File: src/c2jd_pkg.sv
`timescale 1ns / 1ps
// c2jd_pkg: widths, constants, month tables and stage word types for the
// calendar date to Julian date pipeline. No dependencies.
package c2jd_pkg;

    // Fixed point position of the seconds fields
    localparam int SECOND_FRAC_BITS = 20;

    // Port field widths
    localparam int YEAR_W   = 15;
    localparam int MONTH_W  = 4;
    localparam int DAY_W    = 5;
    localparam int HOUR_W   = 5;
    localparam int MINUTE_W = 6;
    localparam int SEC_W    = 26;
    localparam int ERR_W    = 3;
    localparam int WHOLE_W  = 23;
    localparam int SINCE_W  = 37;

    // Time of day: whole seconds up to 86340 need 17 bits, plus one for the noon shift
    localparam int HMS_W     = 17;
    localparam int TOD_W     = SECOND_FRAC_BITS + HMS_W + 1;
    localparam int SEC_CMP_W = (SECOND_FRAC_BITS + 6 > SEC_W) ? SECOND_FRAC_BITS + 6 : SEC_W;
    localparam int SEC_PER_HOUR = 3600;
    localparam int SEC_PER_MIN  = 60;
    localparam logic [SEC_CMP_W-1:0] SEC_LIMIT = SEC_CMP_W'(60) << SECOND_FRAC_BITS;
    localparam logic [TOD_W-1:0]     HALF_DAY  = TOD_W'(43200) << SECOND_FRAC_BITS;

    localparam logic [HOUR_W-1:0]   NOON_HOUR  = HOUR_W'(12);
    localparam logic [HOUR_W-1:0]   MAX_HOUR   = HOUR_W'(23);
    localparam logic [MINUTE_W-1:0] MAX_MINUTE = MINUTE_W'(59);
    localparam logic [MONTH_W-1:0]  MONTH_JAN  = MONTH_W'(1);
    localparam logic [MONTH_W-1:0]  MONTH_FEB  = MONTH_W'(2);
    localparam logic [MONTH_W-1:0]  MONTH_DEC  = MONTH_W'(12);

    // Year bias: a multiple of 400 that keeps every year non-negative, so the
    // century terms need only unsigned division. The date term uses the year
    // shifted by 4800, which stays a multiple of 400 away from the same bias.
    localparam int U_W = 16;
    localparam logic [U_W-1:0] YEAR_OFS = U_W'(16400);

    // Division by 25 through reciprocal multiply, exact for dividends below 43690
    localparam int DIV_MUL_W = 13;
    localparam logic [DIV_MUL_W-1:0] DIV_MUL = DIV_MUL_W'(5243);
    localparam int DIV_SHIFT = 17;
    localparam int DIV_DEN   = 25;
    localparam int D100_W    = U_W - 2;
    localparam int D400_W    = U_W - 4;
    localparam int P100_W    = D100_W + DIV_MUL_W;
    localparam int P400_W    = D400_W + DIV_MUL_W;
    localparam int Q100_W    = P100_W - DIV_SHIFT;
    localparam int Q400_W    = P400_W - DIV_SHIFT;

    // Day number assembly: 365 * (y + 11600) + ... minus this bias gives the JDN
    localparam int YEAR_DAYS = 365;
    localparam int JDN_BIAS  = 4268858;

    localparam int OFS_W = 9;

    typedef enum logic [ERR_W-1:0] {
        ERR_NONE   = 3'd0,
        ERR_MONTH  = 3'd1,
        ERR_DAY    = 3'd2,
        ERR_HOUR   = 3'd3,
        ERR_MINUTE = 3'd4,
        ERR_SECOND = 3'd5
    } t_err;

    typedef struct packed {
        logic signed [YEAR_W-1:0] year;
        logic [MONTH_W-1:0]       month;
        logic [DAY_W-1:0]         day;
        logic [HOUR_W-1:0]        hour;
        logic [MINUTE_W-1:0]      minute;
        logic [SEC_W-1:0]         sec;
    } t_in;

    typedef struct packed {
        logic               err_month;
        logic               err_hour;
        logic               err_minute;
        logic               err_sec;
        logic               is_feb;
        logic [DAY_W-1:0]   len_base;
        logic [U_W-1:0]     u;
        logic [U_W-1:0]     u_y;
        logic [P100_W-1:0]  p100u;
        logic [P400_W-1:0]  p400u;
        logic [P100_W-1:0]  p100y;
        logic [P400_W-1:0]  p400y;
        logic [OFS_W-1:0]   ofs;
        logic [DAY_W-1:0]   day;
        logic [HMS_W-1:0]   hms;
        logic [SEC_W-1:0]   sec;
        logic               morning;
    } t_s1;

    typedef struct packed {
        t_err               err;
        logic [WHOLE_W-1:0] part_a;
        logic [WHOLE_W-1:0] part_b;
        logic [TOD_W-1:0]   tod;
        logic               morning;
    } t_s2;

    typedef struct packed {
        t_err               err;
        logic [WHOLE_W-1:0] whole;
        logic [SINCE_W-1:0] since;
    } t_res;

    // Days from 1 March to the first of the month, year starting in March
    function automatic logic [OFS_W-1:0] month_offset(input logic [MONTH_W-1:0] month);
        logic [OFS_W-1:0] ofs;
        case (month)
            4'd1:    ofs = 9'd306;
            4'd2:    ofs = 9'd337;
            4'd3:    ofs = 9'd0;
            4'd4:    ofs = 9'd31;
            4'd5:    ofs = 9'd61;
            4'd6:    ofs = 9'd92;
            4'd7:    ofs = 9'd122;
            4'd8:    ofs = 9'd153;
            4'd9:    ofs = 9'd184;
            4'd10:   ofs = 9'd214;
            4'd11:   ofs = 9'd245;
            4'd12:   ofs = 9'd275;
            default: ofs = '0;
        endcase
        return ofs;
    endfunction

    // Month length in a common year
    function automatic logic [DAY_W-1:0] month_length(input logic [MONTH_W-1:0] month);
        logic [DAY_W-1:0] len;
        case (month)
            4'd2:                   len = 5'd28;
            4'd4, 4'd6, 4'd9, 4'd11: len = 5'd30;
            4'd1, 4'd3, 4'd5, 4'd7, 4'd8, 4'd10, 4'd12: len = 5'd31;
            default:                len = '0;
        endcase
        return len;
    endfunction

endpackage

File: src/c2jd_prep.sv
`timescale 1ns / 1ps
// c2jd_prep: first pipeline stage; range checks, biased year, reciprocal
// products for the century terms and the time of day in seconds. Uses c2jd_pkg.
module c2jd_prep import c2jd_pkg::*; (
    input  logic i_clk,
    input  logic i_rst_n,
    input  logic i_en,
    input  logic i_valid,
    input  t_in  i_data,
    output logic o_valid,
    output t_s1  o_data
);

    logic           r_valid;
    t_s1            r_data;
    t_s1            n_data;
    logic           march_shift;
    logic [U_W-1:0] u;

    always_comb begin
        // January and February count as months 11 and 12 of the previous year
        march_shift = (i_data.month == MONTH_JAN) || (i_data.month == MONTH_FEB);
        u = YEAR_OFS + {{(U_W - YEAR_W){i_data.year[YEAR_W-1]}}, i_data.year};

        n_data.err_month  = (i_data.month == '0) || (i_data.month > MONTH_DEC);
        n_data.err_hour   = i_data.hour > MAX_HOUR;
        n_data.err_minute = i_data.minute > MAX_MINUTE;
        n_data.err_sec    = SEC_CMP_W'(i_data.sec) >= SEC_LIMIT;
        n_data.is_feb     = i_data.month == MONTH_FEB;
        n_data.len_base   = month_length(i_data.month);
        n_data.u          = u;
        n_data.u_y        = u - U_W'(march_shift);
        n_data.p100u      = P100_W'(u[U_W-1:2]) * P100_W'(DIV_MUL);
        n_data.p400u      = P400_W'(u[U_W-1:4]) * P400_W'(DIV_MUL);
        n_data.p100y      = P100_W'(n_data.u_y[U_W-1:2]) * P100_W'(DIV_MUL);
        n_data.p400y      = P400_W'(n_data.u_y[U_W-1:4]) * P400_W'(DIV_MUL);
        n_data.ofs        = month_offset(i_data.month);
        n_data.day        = i_data.day;
        n_data.hms        = HMS_W'(i_data.hour) * HMS_W'(SEC_PER_HOUR)
                          + HMS_W'(i_data.minute) * HMS_W'(SEC_PER_MIN);
        n_data.sec        = i_data.sec;
        n_data.morning    = i_data.hour < NOON_HOUR;
    end

    always_ff @(posedge i_clk) begin
        if (!i_rst_n) begin
            r_valid <= 1'b0;
        end else if (i_en) begin
            r_valid <= i_valid;
        end
    end

    always_ff @(posedge i_clk) begin
        if (i_en) begin
            r_data <= n_data;
        end
    end

    assign o_valid = r_valid;
    assign o_data  = r_data;

endmodule

File: src/c2jd_check.sv
`timescale 1ns / 1ps
// c2jd_check: second pipeline stage; leap rule, error priority, partial day
// number sums and fixed point time of day. Uses c2jd_pkg.
module c2jd_check import c2jd_pkg::*; (
    input  logic i_clk,
    input  logic i_rst_n,
    input  logic i_en,
    input  logic i_valid,
    input  t_s1  i_data,
    output logic o_valid,
    output t_s2  o_data
);

    logic              r_valid;
    t_s2               r_data;
    t_s2               n_data;
    logic [Q100_W-1:0] q100u;
    logic [Q400_W-1:0] q400u;
    logic [Q100_W-1:0] q100y;
    logic [Q400_W-1:0] q400y;
    logic [D100_W:0]   m100u;
    logic [D400_W:0]   m400u;
    logic              div100;
    logic              div400;
    logic              leap;
    logic [DAY_W-1:0]  len;

    always_comb begin
        q100u = i_data.p100u[P100_W-1:DIV_SHIFT];
        q400u = i_data.p400u[P400_W-1:DIV_SHIFT];
        q100y = i_data.p100y[P100_W-1:DIV_SHIFT];
        q400y = i_data.p400y[P400_W-1:DIV_SHIFT];

        // Remainder zero when quotient times 25 gives back the dividend
        m100u  = (D100_W + 1)'(q100u) * (D100_W + 1)'(DIV_DEN);
        m400u  = (D400_W + 1)'(q400u) * (D400_W + 1)'(DIV_DEN);
        div100 = (i_data.u[1:0] == 2'b00) && ({1'b0, i_data.u[U_W-1:2]} == m100u);
        div400 = (i_data.u[3:0] == 4'b0000) && ({1'b0, i_data.u[U_W-1:4]} == m400u);
        leap   = ((i_data.u[1:0] == 2'b00) && !div100) || div400;
        len    = i_data.len_base + DAY_W'(i_data.is_feb && leap);

        if (i_data.err_month) begin
            n_data.err = ERR_MONTH;
        end else if ((i_data.day == '0) || (i_data.day > len)) begin
            n_data.err = ERR_DAY;
        end else if (i_data.err_hour) begin
            n_data.err = ERR_HOUR;
        end else if (i_data.err_minute) begin
            n_data.err = ERR_MINUTE;
        end else if (i_data.err_sec) begin
            n_data.err = ERR_SECOND;
        end else begin
            n_data.err = ERR_NONE;
        end

        // Day number terms, kept modulo the output width
        n_data.part_a  = WHOLE_W'(i_data.u_y) * WHOLE_W'(YEAR_DAYS)
                       + WHOLE_W'(i_data.u_y[U_W-1:2]);
        n_data.part_b  = WHOLE_W'(i_data.day) + WHOLE_W'(i_data.ofs)
                       - WHOLE_W'(q100y) + WHOLE_W'(q400y);
        n_data.tod     = (TOD_W'(i_data.hms) << SECOND_FRAC_BITS) + TOD_W'(i_data.sec);
        n_data.morning = i_data.morning;
    end

    always_ff @(posedge i_clk) begin
        if (!i_rst_n) begin
            r_valid <= 1'b0;
        end else if (i_en) begin
            r_valid <= i_valid;
        end
    end

    always_ff @(posedge i_clk) begin
        if (i_en) begin
            r_data <= n_data;
        end
    end

    assign o_valid = r_valid;
    assign o_data  = r_data;

endmodule

File: src/c2jd_sum.sv
`timescale 1ns / 1ps
// c2jd_sum: last pipeline stage and output register; final day number, noon
// split and zeroing of erroneous words. Uses c2jd_pkg.
module c2jd_sum import c2jd_pkg::*; (
    input  logic i_clk,
    input  logic i_rst_n,
    input  logic i_en,
    input  logic i_valid,
    input  t_s2  i_data,
    output logic o_valid,
    output t_res o_data
);

    logic               r_valid;
    t_res               r_data;
    t_res               n_data;
    logic [WHOLE_W-1:0] whole;
    logic [TOD_W-1:0]   since;

    always_comb begin
        // A morning belongs to the Julian day that began the previous noon
        whole = i_data.part_a + i_data.part_b - WHOLE_W'(JDN_BIAS)
              - WHOLE_W'(i_data.morning);
        since = i_data.morning ? (i_data.tod + HALF_DAY) : (i_data.tod - HALF_DAY);

        n_data.err = i_data.err;
        if (i_data.err == ERR_NONE) begin
            n_data.whole = whole;
            n_data.since = SINCE_W'(since);
        end else begin
            n_data.whole = '0;
            n_data.since = '0;
        end
    end

    always_ff @(posedge i_clk) begin
        if (!i_rst_n) begin
            r_valid <= 1'b0;
        end else if (i_en) begin
            r_valid <= i_valid;
        end
    end

    always_ff @(posedge i_clk) begin
        if (i_en) begin
            r_data <= n_data;
        end
    end

    assign o_valid = r_valid;
    assign o_data  = r_data;

endmodule

File: src/calendar_to_julian_date.sv
`timescale 1ns / 1ps
// calendar_to_julian_date: top level; Gregorian date and time to Julian date.
// Instantiates c2jd_prep, c2jd_check and c2jd_sum; uses c2jd_pkg.
//
//  channel | handshake         | word
//  --------+-------------------+-----------------------------------------------
//  input   | i_valid / o_ready | i_year i_month i_day i_hour i_minute i_second_fixed
//  output  | o_valid / i_ready | o_error_code o_julian_whole o_seconds_since_noon
//
// One word per cycle sustained while the output is not stalled; three register
// stages (checks and products, leap rule and partial sums, final sum).
// Reset clears the stage valid bits only; data registers are not reset.
// A stalled output holds in the last stage; earlier stages keep moving into
// empty slots, and o_ready falls only when all three stages are full and
// the output is stalled.
module calendar_to_julian_date import c2jd_pkg::*; (
    input  logic                     i_clk,
    input  logic                     i_rst_n,
    input  logic                     i_valid,
    output logic                     o_ready,
    input  logic signed [YEAR_W-1:0] i_year,
    input  logic [MONTH_W-1:0]       i_month,
    input  logic [DAY_W-1:0]         i_day,
    input  logic [HOUR_W-1:0]        i_hour,
    input  logic [MINUTE_W-1:0]      i_minute,
    input  logic [SEC_W-1:0]         i_second_fixed,
    output logic                     o_valid,
    input  logic                     i_ready,
    output logic [ERR_W-1:0]         o_error_code,
    output logic [WHOLE_W-1:0]       o_julian_whole,
    output logic [SINCE_W-1:0]       o_seconds_since_noon
);

    t_in  in_word;
    t_s1  s1_word;
    t_s2  s2_word;
    t_res res_word;
    logic s1_valid;
    logic s2_valid;
    logic s3_valid;
    logic en1;
    logic en2;
    logic en3;

    assign in_word.year   = i_year;
    assign in_word.month  = i_month;
    assign in_word.day    = i_day;
    assign in_word.hour   = i_hour;
    assign in_word.minute = i_minute;
    assign in_word.sec    = i_second_fixed;

    // Advance a stage when it is empty or the one after it advances
    assign en3 = !s3_valid || i_ready;
    assign en2 = !s2_valid || en3;
    assign en1 = !s1_valid || en2;

    c2jd_prep u_prep (
        .i_clk   (i_clk),
        .i_rst_n (i_rst_n),
        .i_en    (en1),
        .i_valid (i_valid),
        .i_data  (in_word),
        .o_valid (s1_valid),
        .o_data  (s1_word)
    );

    c2jd_check u_check (
        .i_clk   (i_clk),
        .i_rst_n (i_rst_n),
        .i_en    (en2),
        .i_valid (s1_valid),
        .i_data  (s1_word),
        .o_valid (s2_valid),
        .o_data  (s2_word)
    );

    c2jd_sum u_sum (
        .i_clk   (i_clk),
        .i_rst_n (i_rst_n),
        .i_en    (en3),
        .i_valid (s2_valid),
        .i_data  (s2_word),
        .o_valid (s3_valid),
        .o_data  (res_word)
    );

    assign o_ready              = en1;
    assign o_valid              = s3_valid;
    assign o_error_code         = res_word.err;
    assign o_julian_whole       = res_word.whole;
    assign o_seconds_since_noon = res_word.since;

`ifndef SYNTHESIS
    a_reset_empties : assert property (@(posedge i_clk)
        !i_rst_n |=> !o_valid)
        else $error("output valid after reset");

    a_error_zeroes : assert property (@(posedge i_clk) disable iff (!i_rst_n)
        (o_valid && (o_error_code != ERR_NONE)) |->
            ((o_julian_whole == '0) && (o_seconds_since_noon == '0)))
        else $error("erroneous word carries non-zero result fields");

    a_ready_only_full : assert property (@(posedge i_clk) disable iff (!i_rst_n)
        !o_ready |-> (s1_valid && s2_valid && s3_valid && !i_ready))
        else $error("input held off with a free pipeline slot");
`endif

endmodule

File: config.mk
export PLATFORM = sky130hd
export DESIGN_NAME = calendar_to_julian_date
export DESIGN_NICKNAME = d
export VERILOG_FILES = /design/src/c2jd_pkg.sv /design/src/c2jd_prep.sv /design/src/c2jd_check.sv /design/src/c2jd_sum.sv /design/src/calendar_to_julian_date.sv
export SDC_FILE = /design/constraint.sdc
export NUM_CORES = 1
export LEC_CHECK = 0
export BUFFER_PORTS_ARGS = -buffer_cell sky130_fd_sc_hd__buf_2
export CAP_MARGIN = 25
export CORE_MARGIN = 4
export CORE_UTILIZATION = 29
export DETAILED_ROUTE_END_ITERATION = 10
export GPL_ROUTABILITY_DRIVEN = 0
export SLEW_MARGIN = 15
export SYNTH_ARGS = -nofsm -noshare
export SYNTH_HDL_FRONTEND = slang
export SYNTH_SLANG_ARGS = --single-unit
File: constraint.sdc
create_clock -name i_clk -period 12.33 [get_ports i_clk]
set_input_delay 2.466 -clock i_clk [delete_from_list [all_inputs] [get_ports i_clk]]
set_output_delay 2.466 -clock i_clk [all_outputs]
set_load 0.02 [all_outputs]
==> summary.md <==
| Metric | Value |
|---|---|
| Status | `finished clean` |
| First-pass GRT wire length | `roughly 110 mm` |
| GR Overflow Total | `0` |
| Startpoint types | `input port` |
| Slew Viols, Final | `0` |
| CTS tree | `done` |
| Compound-Gate Fraction of Synth Area | `7.14%` |
| Crit path buffers/inverters | `7` |
| CP max FO | `13` |
| Simple-Gate Fraction of Synth Area | `under 10%` |
| Crit-path slowest cell | `xnor2_1` |
| Hold-fix buffers at CTS | `0` |
| Die ar. | `110000 um^2` |
| Relative slew slack | `30.6%` |
| Gr usage total | `11.8%` |
| Post-synthesis adder-cell area fraction | `43.9%` |
| R2r setup slk | `6280 ps` |
| Static Leak | `17.0 nW` |
| Port Buf Inserts | `129` |
| Detailed placement HPWL | `between 50 and 60 mm` |
| Mapped Cells | `2812` |
| Crit path depth | `31` |
| PwrDens | `approximately 290 nW/um^2` |
| Endpoints failing setup | `0` |
| Synth unique cells | `between 60 and 70` |
| Setup Crit Path Kind | `in -> reg` |
| H-tree levels | `1` |
| Vias/cell | `4.36` |
| Period utilisation layout | `between 80 and 90%` |
| Row cnt | `118` |
| Critical Path RT | `12670 ps` |
| Mux contribution to synthesized area | `0.0658%` |
| Final wirelength | `64.7 mm` |
| Ys async rst share | `0%` |
| Worst endpoint data arrival time | `10490 ps` |
| Vias in the first global route | `20.0k` |
| Die span in y | `332 um` |
| Top delay family on crit path | `adder cells` |
| Number of setup buffers added after CTS | `0` |
| Clk Latency, worst-skew pair | `590 ps` |
| Final hold vios | `0` |
| MaxCap Viol Count | `0` |
| I/O pin total | `130` |
| Clock transition at path regs | `60 ps` |
| Utilization after layout | `between 30% and 40%` |
| F_max | `98.5 MHz` |
| Post-Synth XOR/XNOR Area | `5.97%` |
| FF-to-FF path depth | `23` |
| Layout cell share with drive strength beyond 1 | `under 10%` |
| Largest family of logic cells by synthesized area | `adder cells` |
| Clock Skew | `11.6 ps` |
| CP max stage delay | `650 ps` |
| Core Area | `104000 um^2` |
| Post-route ant nets | `0` |
| Nets | `3934` |
| DR iter-0 viols | `850` |
| Via count | `19.1k` |
| Sequential-to-total area share from yosys stat | `27.6%` |
| Setup TNS | `0 ps` |
| RSZ-0062 raised after global routing | `false` |
| PostCTS Resize Cnt | `0` |
| Mapped cell area | `30400 um^2` |
| Maximum VDD drop | `roughly 0.15 mV` |
| Crit path time final | `10150 ps` |
| Die extent in x | `332 um` |
| DRC Markers | `0` |
| Crit end category | `flop` |
| Total design power | `9.71 mW` |
| Syn-to-layout area delta | `11.8%` |
| Deepest clock path buffer count | `3` |
| YS warnings | `0` |
| Clock root buffer | `clkbuf_16` |
| Clock buffer count from CTS | `31` |
| CTS sink count | `281` |
| Flops & latches, synth | `281` |
| Wire per inst | `14.7 um` |
| Synth Net Count | `roughly 3.8k` |
| HP Class | `reg -> reg` |
| Starting density of the core | `29.3%` |
| Top FF cell, synth | `edfxtp_1` |
| 1st-pass router iterations | `4` |
| Min Hold Slack | `415 ps` |
| Antenna violations before repair | `5` |
| Number of flops mapped to enable cells by yosys | `approximately 280` |
| Worst Hold Depth | `0` |
| Pin count of the biggest net entering global routing | `84` |
| Worst slew pin tran | `1040 ps` |
| Post-Syn Area per Cell | `around 11 um^2` |
## worst paths after layout
kind,startpoint,endpoint
worst max-delay path,i_year[4],u_prep.o_data[82]
worst min-delay path,u_prep.o_data[3],u_check.o_data[3]
worst max register to register,u_prep.o_data[154],u_check.o_data[87]
worst min register to register,u_prep.o_data[3],u_check.o_data[3]
## cells in the final DEF (no fill, tap or decap), types with 30 or more instances in the layout
| cell | Yosys | layout |
|---|---|---|
| xnor2_1 | 141 | 140 |
| buf_2 | 0 | 129 |
| ha_1 | 583 | 583 |
| a21oi_1 | 107 | 107 |
| xor2_1 | 58 | 58 |
| fa_1 | 302 | 302 |
| a21o_1 | 45 | 45 |
| o21ai_0 | 61 | 61 |
| nor2_1 | 105 | 105 |
| edfxtp_1 | 278 | 278 |
| and2_1 | 33 | 33 |
| nor3_1 | 40 | 39 |
| nand2_1 | 65 | 64 |
| nand3_1 | 31 | 30 |
| inv_1 | 712 | 711 |
| clkbuf_16 | 0 | 31 |
## per-stage QoR
step | cells | setup slack, ps | area, um^2
3_5_place_dp | 4330 | 1660 | 32900
4_1_cts | 4387 | 2270 | 34000
3_3_place_gp | 4328 | 1750 | 32900
2_1_floorplan | 2812 | 2660 | 30400
6_report | 4389 | 2180 | 34000
5_1_grt | 4388 | 1680 | 34000
## layer usage
metal	GRT usage (%)	vias up	routed length, um
li1	-	9588	-
met4	2.54	4	1510
met5	0	-	16
met3	1.84	83	2840
met2	20.0	317	30300
met1	15.9	9124	30100
## logic make-up (layout without fill, tap and decap cells)
group / count (synthesis) / count (layout)
AO/OA/AOI/OAI: 337 / 337
XOR/XNOR: 202 / 202
adder cells (fa/ha/maj): 885 / 885
buffers and inverters: 725 / 921
flip-flops: 281 / 281
multiplexers: 2 / 2
other: 0 / 1
AND/OR/NAND/NOR: 380 / 380
## where the power goes
group          leakage [nW]  total, mW  switching [mW]  internal, mW
sequential             3.05       1.69           0.132          1.56
clock                 0.512      0.976           0.404         0.571
combinational          13.4       7.04            3.90          3.14
total                  17.0       9.71            4.43          5.27
## state kept, by name (all words and copies together), names as in the netlist
| signal | cells |
|---|---|
| u_sum.o_valid | 1 |
| u_sum.o_data | 63 |
| u_check.o_valid | 1 |
| u_prep.o_valid | 1 |
| u_check.o_data | 83 |
| u_prep.o_data | 132 |
## synth_stat cells, types with 17 or more instances
cell,count,area (um^2)
fa_1,302,6050
nand2_1,65,244
a21o_1,45,338
nand3_1,31,155
ha_1,583,7290
xor2_1,58,508
nor2_1,105,394
o21ai_0,61,305
nor2b_1,24,150
o21a_1,17,128
xnor2_1,141,1230
inv_1,712,2670
nor3_1,40,200
o21bai_1,19,143
a21oi_1,107,536
edfxtp_1,278,8350
and2_1,33,206
## area by class of cell
type                       instances  area [um^2]
fill                           10468        69800
multi-input combinational       1806        19300
sequential                       281         8410
inverter                         713         2680
tap                             1380         1730
timing repair buffer             151          843
clock buffer                      37          798
clock inverter                    20          259
antenna                            1         2.50
Note: power is estimated with default switching activity, not from simulation.
